**config.mk**
```make
export PLATFORM = sky130hd
export DESIGN_NAME = playfair_digraph_cipher_top
export DESIGN_NICKNAME = d
export VERILOG_FILES = /design/src/pdc_pkg.sv /design/src/pdc_ram.sv /design/src/pdc_ctrl.sv /design/src/pdc_dpath.sv /design/src/playfair_digraph_cipher_top.sv
export SDC_FILE = /design/constraint.sdc
export NUM_CORES = 1
export LEC_CHECK = 0
export BUFFER_PORTS_ARGS = -buffer_cell sky130_fd_sc_hd__buf_4
export CAP_MARGIN = 5
export CELL_PAD_IN_SITES_DETAIL_PLACEMENT = 2
export CELL_PAD_IN_SITES_GLOBAL_PLACEMENT = 2
export CORE_MARGIN = 2
export CORE_UTILIZATION = 40
export CTS_CLUSTER_DIAMETER = 50
export DETAILED_ROUTE_END_ITERATION = 6
export PLACE_DENSITY = 0.81
export SYNTH_ARGS = -nofsm -noshare
export SYNTH_HDL_FRONTEND = slang
export SYNTH_SLANG_ARGS = --single-unit
```
**constraint.sdc**
```tcl
create_clock -name i_clk -period 7.1 [get_ports i_clk]
set_input_delay 0.355 -clock i_clk [delete_from_list [all_inputs] [get_ports i_clk]]
set_output_delay 0.355 -clock i_clk [all_outputs]
set_load 0.03 [all_outputs]
```
**src/pdc_pkg.sv**
```systemverilog
// Shared types, constants and helper functions of the Playfair digraph cipher.
package pdc_pkg;

    localparam int SYM_W  = 8;
    localparam int LET_W  = 5;
    localparam int OUT_W  = 7;
    localparam int ROW_W  = 3;
    localparam int SIDE   = 5;
    localparam int CELLS  = 25;
    localparam int ALPHA  = 26;

    localparam logic [LET_W-1:0] IDX_I    = LET_W'(8);
    localparam logic [LET_W-1:0] IDX_J    = LET_W'(9);
    localparam logic [LET_W-1:0] IDX_X    = LET_W'(23);
    localparam logic [LET_W-1:0] IDX_LAST = LET_W'(ALPHA - 1);
    localparam logic [LET_W-1:0] FILL_MAX = LET_W'(CELLS);

    localparam logic [SYM_W-1:0] ASCII_LA = 8'h61;
    localparam logic [SYM_W-1:0] ASCII_LZ = 8'h7a;
    localparam logic [SYM_W-1:0] ASCII_UA = 8'h41;
    localparam logic [SYM_W-1:0] ASCII_UZ = 8'h5a;
    localparam logic [OUT_W-1:0] ASCII_A7 = 7'h61;

    localparam logic [ALPHA-1:0] TAKEN_RST = ALPHA'(1) << IDX_J;

    typedef enum logic [1:0] {
        MODE_KEY      = 2'd0,
        MODE_KEY_DONE = 2'd1,
        MODE_TEXT     = 2'd2,
        MODE_TEXT_END = 2'd3
    } t_mode;

    // Controller to datapath commands
    typedef struct packed {
        logic place_in;    // place the input letter in the square
        logic place_walk;  // place the walk letter in the square
        logic walk_clr;
        logic walk_inc;
        logic hold_load;   // hold the mapped input letter
        logic hold_clear;
        logic pair_ld;     // load pair: held letter and (x or input letter)
        logic pair_b_x;
        logic rd_pa;       // read position of first letter
        logic rd_pb;       // read position of second letter, capture first
        logic cell_ld;     // compute both output cells
        logic rd_s0;
        logic rd_s1;       // read second cell, capture first letter
        logic ob_load;     // move the finished pair into the output buffer
    } t_cmd;

    // Datapath to controller status
    typedef struct packed {
        logic in_letter;
        logic in_taken;
        logic held_valid;
        logic held_match;
        logic dir;
        logic walk_taken;
        logic walk_last;
        logic ob_empty;
    } t_stat;

    // Row of a cell: p * 13 >> 6 equals p / 5 for p below 25
    function automatic logic [ROW_W-1:0] f_row(input logic [LET_W-1:0] p);
        logic [9:0] t;
        t = 10'(p) * 10'd13;
        return t[8:6];
    endfunction

    function automatic logic [ROW_W-1:0] f_col(input logic [LET_W-1:0] p);
        logic [ROW_W-1:0] r;
        logic [LET_W-1:0] t;
        r = f_row(p);
        t = p - (LET_W'(r) << 2) - LET_W'(r);
        return t[ROW_W-1:0];
    endfunction

    // Advance a row or column by one (encrypt) or four (decrypt), modulo 5
    function automatic logic [ROW_W-1:0] f_step(input logic [ROW_W-1:0] v, input logic dir);
        logic [ROW_W:0] t;
        t = {1'b0, v} + (dir ? 4'd4 : 4'd1);
        if (t >= 4'(SIDE)) begin
            t = t - 4'(SIDE);
        end
        return t[ROW_W-1:0];
    endfunction

    function automatic logic [LET_W-1:0] f_cell(input logic [ROW_W-1:0] r,
                                                input logic [ROW_W-1:0] c);
        return (LET_W'(r) << 2) + LET_W'(r) + LET_W'(c);
    endfunction

endpackage

```
**src/pdc_ram.sv**
```systemverilog
// Generic single-write, single-read RAM with registered read data.
module pdc_ram #(
    parameter int WIDTH = 8,
    parameter int DEPTH = 32
) (
    input  logic                     i_clk,
    input  logic                     i_wr_en,
    input  logic [$clog2(DEPTH)-1:0] i_wr_addr,
    input  logic [WIDTH-1:0]         i_wr_data,
    input  logic                     i_rd_en,
    input  logic [$clog2(DEPTH)-1:0] i_rd_addr,
    output logic [WIDTH-1:0]         o_rd_data
);

    logic [WIDTH-1:0] r_mem [DEPTH];
    logic [WIDTH-1:0] r_rd_data;

    always_ff @(posedge i_clk) begin
        if (i_wr_en) begin
            r_mem[i_wr_addr] <= i_wr_data;
        end
        if (i_rd_en) begin
            r_rd_data <= r_mem[i_rd_addr];
        end
    end

    assign o_rd_data = r_rd_data;

endmodule

```
**src/pdc_ctrl.sv**
```systemverilog
// Controller state machine: item decode, key fill walk and pair sequencing.
module pdc_ctrl (
    input  logic            i_clk,
    input  logic            i_rst_n,
    input  logic            i_in_valid,
    output logic            o_in_ready,
    input  pdc_pkg::t_mode  i_mode,
    input  pdc_pkg::t_stat  i_stat,
    output pdc_pkg::t_cmd   o_cmd
);
    import pdc_pkg::*;

    typedef enum logic [7:0] {
        S_IDLE = 8'b0000_0001,
        S_FILL = 8'b0000_0010,
        S_PA   = 8'b0000_0100,
        S_PB   = 8'b0000_1000,
        S_CELL = 8'b0001_0000,
        S_S0   = 8'b0010_0000,
        S_S1   = 8'b0100_0000,
        S_WAIT = 8'b1000_0000
    } t_state;

    t_state r_state;
    t_state n_state;
    t_cmd   cmd;

    always_ff @(posedge i_clk) begin
        if (!i_rst_n) begin
            r_state <= S_IDLE;
        end else begin
            r_state <= n_state;
        end
    end

    always_comb begin
        n_state = r_state;
        cmd     = '0;
        case (r_state)
            S_IDLE: begin
                if (i_in_valid) begin
                    case (i_mode)
                        MODE_KEY: begin
                            cmd.place_in = i_stat.in_letter & ~i_stat.in_taken;
                        end
                        MODE_KEY_DONE: begin
                            cmd.walk_clr = 1'b1;
                            n_state      = S_FILL;
                        end
                        MODE_TEXT: begin
                            if (i_stat.in_letter) begin
                                if (!i_stat.held_valid) begin
                                    cmd.hold_load = 1'b1;
                                end else begin
                                    cmd.pair_ld = 1'b1;
                                    // doubled letter: pad with x, keep the new one held
                                    if (!i_stat.dir && i_stat.held_match) begin
                                        cmd.pair_b_x = 1'b1;
                                    end else begin
                                        cmd.hold_clear = 1'b1;
                                    end
                                    n_state = S_PA;
                                end
                            end
                        end
                        MODE_TEXT_END: begin
                            if (i_stat.held_valid) begin
                                cmd.hold_clear = 1'b1;
                                if (!i_stat.dir) begin
                                    cmd.pair_ld  = 1'b1;
                                    cmd.pair_b_x = 1'b1;
                                    n_state      = S_PA;
                                end
                            end
                        end
                        default: begin
                            n_state = S_IDLE;
                        end
                    endcase
                end
            end
            S_FILL: begin
                cmd.place_walk = ~i_stat.walk_taken;
                cmd.walk_inc   = 1'b1;
                if (i_stat.walk_last) begin
                    n_state = S_IDLE;
                end
            end
            S_PA: begin
                cmd.rd_pa = 1'b1;
                n_state   = S_PB;
            end
            S_PB: begin
                cmd.rd_pb = 1'b1;
                n_state   = S_CELL;
            end
            S_CELL: begin
                cmd.cell_ld = 1'b1;
                n_state     = S_S0;
            end
            S_S0: begin
                cmd.rd_s0 = 1'b1;
                n_state   = S_S1;
            end
            S_S1: begin
                cmd.rd_s1 = 1'b1;
                n_state   = S_WAIT;
            end
            S_WAIT: begin
                // hold until the previous pair has left the output buffer
                if (i_stat.ob_empty) begin
                    cmd.ob_load = 1'b1;
                    n_state     = S_IDLE;
                end
            end
            default: begin
                n_state = S_IDLE;
            end
        endcase
    end

    assign o_in_ready = (r_state == S_IDLE);
    assign o_cmd      = cmd;

endmodule

```
**src/pdc_dpath.sv**
```systemverilog
// Datapath: key square and position RAMs, letter state, cell math, output buffer.
module pdc_dpath (
    input  logic                        i_clk,
    input  logic                        i_rst_n,
    input  pdc_pkg::t_cmd               i_cmd,
    output pdc_pkg::t_stat              o_stat,
    input  logic [pdc_pkg::SYM_W-1:0]   i_symbol,
    input  logic                        i_cfg_valid,
    input  logic                        i_cfg_data,
    input  logic                        i_out_ready,
    output logic                        o_out_valid,
    output logic [pdc_pkg::OUT_W-1:0]   o_letter,
    output logic                        o_pair_last
);
    import pdc_pkg::*;

    logic [LET_W-1:0] r_fill;
    logic [LET_W-1:0] r_walk;
    logic [LET_W-1:0] r_held;
    logic             r_held_valid;
    logic [ALPHA-1:0] r_taken;
    logic             r_dir;
    logic [1:0]       r_ob_cnt;

    logic [LET_W-1:0] r_a;
    logic [LET_W-1:0] r_b;
    logic [LET_W-1:0] r_pa;
    logic [LET_W-1:0] r_c0;
    logic [LET_W-1:0] r_c1;
    logic [LET_W-1:0] r_l0;
    logic [LET_W-1:0] r_ob_l0;
    logic [LET_W-1:0] r_ob_l1;

    logic             in_lower;
    logic             in_upper;
    logic             in_letter;
    logic [SYM_W-1:0] in_diff;
    logic [LET_W-1:0] in_idx;
    logic [LET_W-1:0] in_map;

    logic             place_en;
    logic [LET_W-1:0] place_idx;
    logic             sq_wr_en;
    logic [LET_W-1:0] pos_rd_data;
    logic [LET_W-1:0] sq_rd_data;

    logic [ROW_W-1:0] ra, ca, rb, cb;
    logic [LET_W-1:0] c0, c1;
    logic             out_fire;
    logic [LET_W-1:0] ob_sel;

    // Letter decode of the input byte
    assign in_lower  = (i_symbol >= ASCII_LA) && (i_symbol <= ASCII_LZ);
    assign in_upper  = (i_symbol >= ASCII_UA) && (i_symbol <= ASCII_UZ);
    assign in_letter = in_lower | in_upper;
    assign in_diff   = i_symbol - (in_lower ? ASCII_LA : ASCII_UA);
    assign in_idx    = in_diff[LET_W-1:0];
    assign in_map    = (in_idx == IDX_J) ? IDX_I : in_idx;

    assign place_en  = i_cmd.place_in | i_cmd.place_walk;
    assign place_idx = i_cmd.place_in ? in_idx : r_walk;
    assign sq_wr_en  = place_en && (r_fill < FILL_MAX);

    pdc_ram #(.WIDTH(LET_W), .DEPTH(ALPHA)) u_pos_ram (
        .i_clk     (i_clk),
        .i_wr_en   (sq_wr_en),
        .i_wr_addr (place_idx),
        .i_wr_data (r_fill),
        .i_rd_en   (i_cmd.rd_pa | i_cmd.rd_pb),
        .i_rd_addr (i_cmd.rd_pa ? r_a : r_b),
        .o_rd_data (pos_rd_data)
    );

    pdc_ram #(.WIDTH(LET_W), .DEPTH(CELLS)) u_sq_ram (
        .i_clk     (i_clk),
        .i_wr_en   (sq_wr_en),
        .i_wr_addr (r_fill),
        .i_wr_data (place_idx),
        .i_rd_en   (i_cmd.rd_s0 | i_cmd.rd_s1),
        .i_rd_addr (i_cmd.rd_s0 ? r_c0 : r_c1),
        .o_rd_data (sq_rd_data)
    );

    // Row, column or rectangle rule on the two positions
    always_comb begin
        ra = f_row(r_pa);
        ca = f_col(r_pa);
        rb = f_row(pos_rd_data);
        cb = f_col(pos_rd_data);
        if (ra == rb) begin
            c0 = f_cell(ra, f_step(ca, r_dir));
            c1 = f_cell(rb, f_step(cb, r_dir));
        end else if (ca == cb) begin
            c0 = f_cell(f_step(ra, r_dir), ca);
            c1 = f_cell(f_step(rb, r_dir), cb);
        end else begin
            c0 = f_cell(ra, cb);
            c1 = f_cell(rb, ca);
        end
    end

    assign out_fire = o_out_valid & i_out_ready;

    always_ff @(posedge i_clk) begin
        if (!i_rst_n) begin
            r_fill       <= '0;
            r_walk       <= '0;
            r_held       <= '0;
            r_held_valid <= 1'b0;
            r_taken      <= TAKEN_RST;
            r_dir        <= 1'b0;
            r_ob_cnt     <= '0;
        end else begin
            if (i_cfg_valid) begin
                r_dir <= i_cfg_data;
            end
            if (sq_wr_en) begin
                r_fill <= r_fill + 1'b1;
            end
            if (place_en) begin
                r_taken[place_idx] <= 1'b1;
            end
            if (i_cmd.walk_clr) begin
                r_walk <= '0;
            end else if (i_cmd.walk_inc) begin
                r_walk <= r_walk + 1'b1;
            end
            if (i_cmd.hold_load || (i_cmd.pair_ld && i_cmd.pair_b_x && !i_cmd.hold_clear)) begin
                r_held       <= in_map;
                r_held_valid <= 1'b1;
            end else if (i_cmd.hold_clear) begin
                r_held_valid <= 1'b0;
            end
            if (i_cmd.ob_load) begin
                r_ob_cnt <= 2'd2;
            end else if (out_fire) begin
                r_ob_cnt <= r_ob_cnt - 1'b1;
            end
        end
    end

    always_ff @(posedge i_clk) begin
        if (i_cmd.pair_ld) begin
            r_a <= r_held;
            r_b <= i_cmd.pair_b_x ? IDX_X : in_map;
        end
        if (i_cmd.rd_pb) begin
            r_pa <= pos_rd_data;
        end
        if (i_cmd.cell_ld) begin
            r_c0 <= c0;
            r_c1 <= c1;
        end
        if (i_cmd.rd_s1) begin
            r_l0 <= sq_rd_data;
        end
        if (i_cmd.ob_load) begin
            r_ob_l0 <= r_l0;
            r_ob_l1 <= sq_rd_data;
        end
    end

    assign ob_sel      = (r_ob_cnt == 2'd2) ? r_ob_l0 : r_ob_l1;
    assign o_out_valid = (r_ob_cnt != 2'd0);
    assign o_letter    = ASCII_A7 + OUT_W'(ob_sel);
    assign o_pair_last = (r_ob_cnt == 2'd1);

    always_comb begin
        o_stat            = '0;
        o_stat.in_letter  = in_letter;
        o_stat.in_taken   = r_taken[in_idx];
        o_stat.held_valid = r_held_valid;
        o_stat.held_match = (r_held == in_map);
        o_stat.dir        = r_dir;
        o_stat.walk_taken = r_taken[r_walk];
        o_stat.walk_last  = (r_walk == IDX_LAST);
        o_stat.ob_empty   = (r_ob_cnt == 2'd0);
    end

endmodule

```
**src/playfair_digraph_cipher_top.sv**
```systemverilog
// Top level of the Playfair digraph cipher: stream ports, controller and datapath.
// Key finished starts a walk over the alphabet. A pair passes the states PA, PB, CELL, S0, S1
// and WAIT from accept until the block accepts again, set by the two position reads and
// two square reads through the single read port of each RAM; WAIT holds while the output
// buffer is still full. The two letters of a pair then leave over 2 transactions.
// Reset clears the control state and marks only j as taken; square contents follow the key.
module playfair_digraph_cipher_top (
    input  logic       i_clk,
    input  logic       i_rst_n,
    input  logic       s_axis_tvalid,
    output logic       s_axis_tready,
    input  logic [7:0] s_axis_tdata,   // [7:0] symbol
    input  logic [1:0] s_axis_tuser,   // [1:0] mode
    output logic       m_axis_tvalid,
    input  logic       m_axis_tready,
    output logic [7:0] m_axis_tdata,   // [6:0] letter, [7] zero
    output logic       m_axis_tlast,   // pair_last
    input  logic       i_cfg_valid,
    output logic       o_cfg_ready,
    input  logic       i_cfg_data      // direction
);
    import pdc_pkg::*;

    t_cmd             cmd;
    t_stat            stat;
    logic [OUT_W-1:0] letter;

    pdc_ctrl u_ctrl (
        .i_clk      (i_clk),
        .i_rst_n    (i_rst_n),
        .i_in_valid (s_axis_tvalid),
        .o_in_ready (s_axis_tready),
        .i_mode     (t_mode'(s_axis_tuser)),
        .i_stat     (stat),
        .o_cmd      (cmd)
    );

    pdc_dpath u_dpath (
        .i_clk       (i_clk),
        .i_rst_n     (i_rst_n),
        .i_cmd       (cmd),
        .o_stat      (stat),
        .i_symbol    (s_axis_tdata),
        .i_cfg_valid (i_cfg_valid),
        .i_cfg_data  (i_cfg_data),
        .i_out_ready (m_axis_tready),
        .o_out_valid (m_axis_tvalid),
        .o_letter    (letter),
        .o_pair_last (m_axis_tlast)
    );

    assign m_axis_tdata = {1'b0, letter};
    assign o_cfg_ready  = 1'b1;

endmodule

```
==> results.md <==
* Status: completed
* Least-Margin Pin Slew at 1.27 ns
* Clock Sinks at 358
* Reg clk slew, reported paths at 0.06 ns
* Syn avg cell area at 12.8 sq um
* Io pins at 28
* Met2 usage at 0.396
* Total setup buffers inserted after CTS at 0
* IO Port Bufs at 25
* Most frequent cells in the layout: edfxtp_1 (305), nand2_1 (156), nor2_1 (97)
* Final Cycle Share at 0.933
* Fraction of registers with async set/reset at 0
* DRT antenna net count at 0
* Crit end category: flop
* CTS root buf: clkbuf_16
* Die Y at 216 um
* CP Class: reg -> reg
* Vias per cell at 5.69
* RD Place Congestion at 0.848
* Total Routing Usage GR at 0.217
* Initial antenna violation count at 3
* Hold_buf cts at 0
* Total CTS buffers at 41
* Met1 usage at 0.263
* Die area at 46,500 sq um
* Syn_nets at 1,519
* Highest clock rate at 151 MHz
* Commonest non-fill, non-tap cell in the layout: edfxtp_1
* Initial Util at 0.406
* M3 GR Usage at 0.0307
* Ys flop type: edfxtp_1
* CP Launch Type: flop
* Max Slew Vio Count at 0
* CP arrival at 6.91 ns
* Synth warnings at 0
* Initial DRC count at 569
* Post-Synthesis Cells at 1,403
* Fin nets at 1,552
* Max Cap Viol at 0
* Tmin final at 6.62 ns
* 1st-pass router iterations at 5
* Synthesized area at 17,900 sq um
* Setup TNS at 0 ns
* RSZ-0062 raised after global routing: false
* Final setup fails at 0
* Post-synthesis register bit count at 358
* Horiz. Die Dim at 216 um
* Largest vdd supply drop at 212 uV
* Clock Latency Late Sink at 0.56 ns
* CTS tree: built
* DR vias at 11,700
* Fraction of layout cells with a size suffix above 1 at 0.138
* Top Family by Delay on Critical Path: adder cells
* Total routed wirelength at 50,200 um
* WL/cell at 24.4 um
* CTS Buffer Depth at 3
* DP Worst Slack at 0.439 ns
* Slew headroom at 0.155
* Power per Cell Area at 274 nW/um^2
* FF-to-FF setup slack at 0.48 ns
* EDFF count, synth at 305
* Largest net degree at the start of global routing at 43
* Busiest grt layer: met2
* Synth unique cells at 76
* Sequential area share after synthesis at 0.570
* H-tree levels at 2
* Crit path cell chain: ha_1, fa_1, ha_1, nand4_1, a21oi_1, nor2_1, ha_1, inv_1, ha_1, or2_2, fa_1, ha_1, inv_1, ha_1, nor2b_1, o21ai_0, a211oi_2, mux2_2, ha_1, a21o_1, a21oi_1, xor2_1, mux2i_1
* Standard-cell rows at 77
* Final setup margin at 0.476 ns
* Core Region at 44,200 sq um
* Vias in the first global route at 12,900
* Critical-path top delay cell: fa_1
* Grt ovf at 0
* Number of buffers and inverters on the critical path at 2
* First-pass GRT wire length at 77,500 um
* CP dominant cell by count: ha_1
* Hold Fails Final Rpt at 0
* Req. time, crit path at 7.38 ns
* Final HPWL DP at 34,600 um
* Hold Path Class: in -> reg
* CTS resizes at 0
* Area delta synth->final at 12.3%
* DRC at 0
* CP Max Fanout at 6
* Biggest cell delay along the critical path at 0.63 ns
* Static Leak at 7.21 nW
* Final clock skew at 0.0246 ns
-- path summary, 6_finish.rpt --
check | cells past startpoint | to | from
worst min-delay path | 3 | u_dpath.r_dir | i_cfg_data
worst min register to register | 0 | u_dpath.r_ob_l0[2] | u_dpath.r_l0[2]
worst max-delay path | 23 | u_dpath.r_c1[3] | u_dpath.u_pos_ram.o_rd_data[1]
worst max register to register | 23 | u_dpath.r_c1[3] | u_dpath.u_pos_ram.o_rd_data[1]
-- kinds of logic (layout without fill, tap and decap cells) --
group           count (synthesis)  in the layout  share of synthesized area
compound gates                203            203                     0.0814
flops                         358            358                      0.570
xor+xnor                       45             45                     0.0220
other cells                     2              3                   0.000419
mux                           117            117                     0.0970
fa+ha+maj                     100            100                     0.0748
simple gates                  465            465                      0.126
buf+inv                       113            175                     0.0284
-- registers in the layout (all words and copies together) (netlist names), 8 cells and up --
| register | cells |
|---|---|
| u_dpath.u_pos_ram.r_mem | 130 |
| u_dpath.u_sq_ram.r_mem | 125 |
| u_dpath.r_taken | 26 |
| u_ctrl.r_state | 8 |
-- metrics by stage --
step	power, mW	hold WS, ns	instances	util	area (sq um)
floorplan	3.11	0.400	1403	-	17900
global placement	3.35	0.403	1983	0.424	18800
detailed placement	3.42	0.405	1983	0.424	18800
CTS	5.56	0.00787	2055	0.455	20100
global route	5.75	0.0566	2057	0.455	20100
finish	5.52	0.0320	2058	0.456	20100
-- report_power, final --
part           switching, mW  internal (mW)  total, mW
Sequential            0.0191           2.30       2.32
Combinational          0.641          0.444       1.09
Clock                  0.847           1.27       2.11
-- worst reg2reg max path, cell delays in order (launching register included) --
cell	delay (ns)
edfxtp_1	0.50
ha_1	0.36
fa_1	0.48
ha_1	0.30
nand4_1	0.14
a21oi_1	0.34
nor2_1	0.14
ha_1	0.32
inv_1	0.05
ha_1	0.16
or2_2	0.28
fa_1	0.63
ha_1	0.30
inv_1	0.10
ha_1	0.19
nor2b_1	0.20
o21ai_0	0.13
a211oi_2	0.36
mux2_2	0.40
ha_1	0.31
a21o_1	0.20
a21oi_1	0.21
xor2_1	0.17
mux2i_1	0.09
-- final cells by class --
cell class	instances	area, sq um
clock buffer	53	1120
clock inverter	19	216
multi-input combinational	932	7260
tap	592	741
timing repair buffer	47	368
inverter	56	210
antenna	1	2.50
fill	4345	24100
sequential	358	10200
-- Yosys cell counts, types with 8 or more instances --
cell      number  area (sq um)
nand3b_1      11          82.6
dfxtp_1       53          1060
buf_2         14          70.1
a21oi_1       23           115
xnor2_1       27           236
ha_1          88          1100
clkbuf_1      31           116
nand2_1      156           586
nor2b_1       25           156
nor2_1        97           364
nand3_1       64           320
a22oi_1       12          90.1
fa_1          12           240
nor3_1        18          90.1
nor3b_1       10          75.1
mux2_2        20           225
mux2i_1       53           531
a31oi_1       14          87.6
o21a_1         8          60.1
xor2_1        18           158
mux4_2        42           946
inv_1         54           203
o21ai_0       38           190
a21o_1         8          60.1
nand2b_1      11          68.8
a211oi_1      13          97.6
nand4_1       21           131
edfxtp_1     305          9160
o31ai_1       20           150
-- metal layers --
metal / vias to the layer above / routed length (um)
li1: 5369 / -
met1: 6076 / 21100
met2: 171 / 26300
met3: 87 / 1560
met4: 4 / 1310
met5: - / 27
Power figures use the tool's default switching activity.
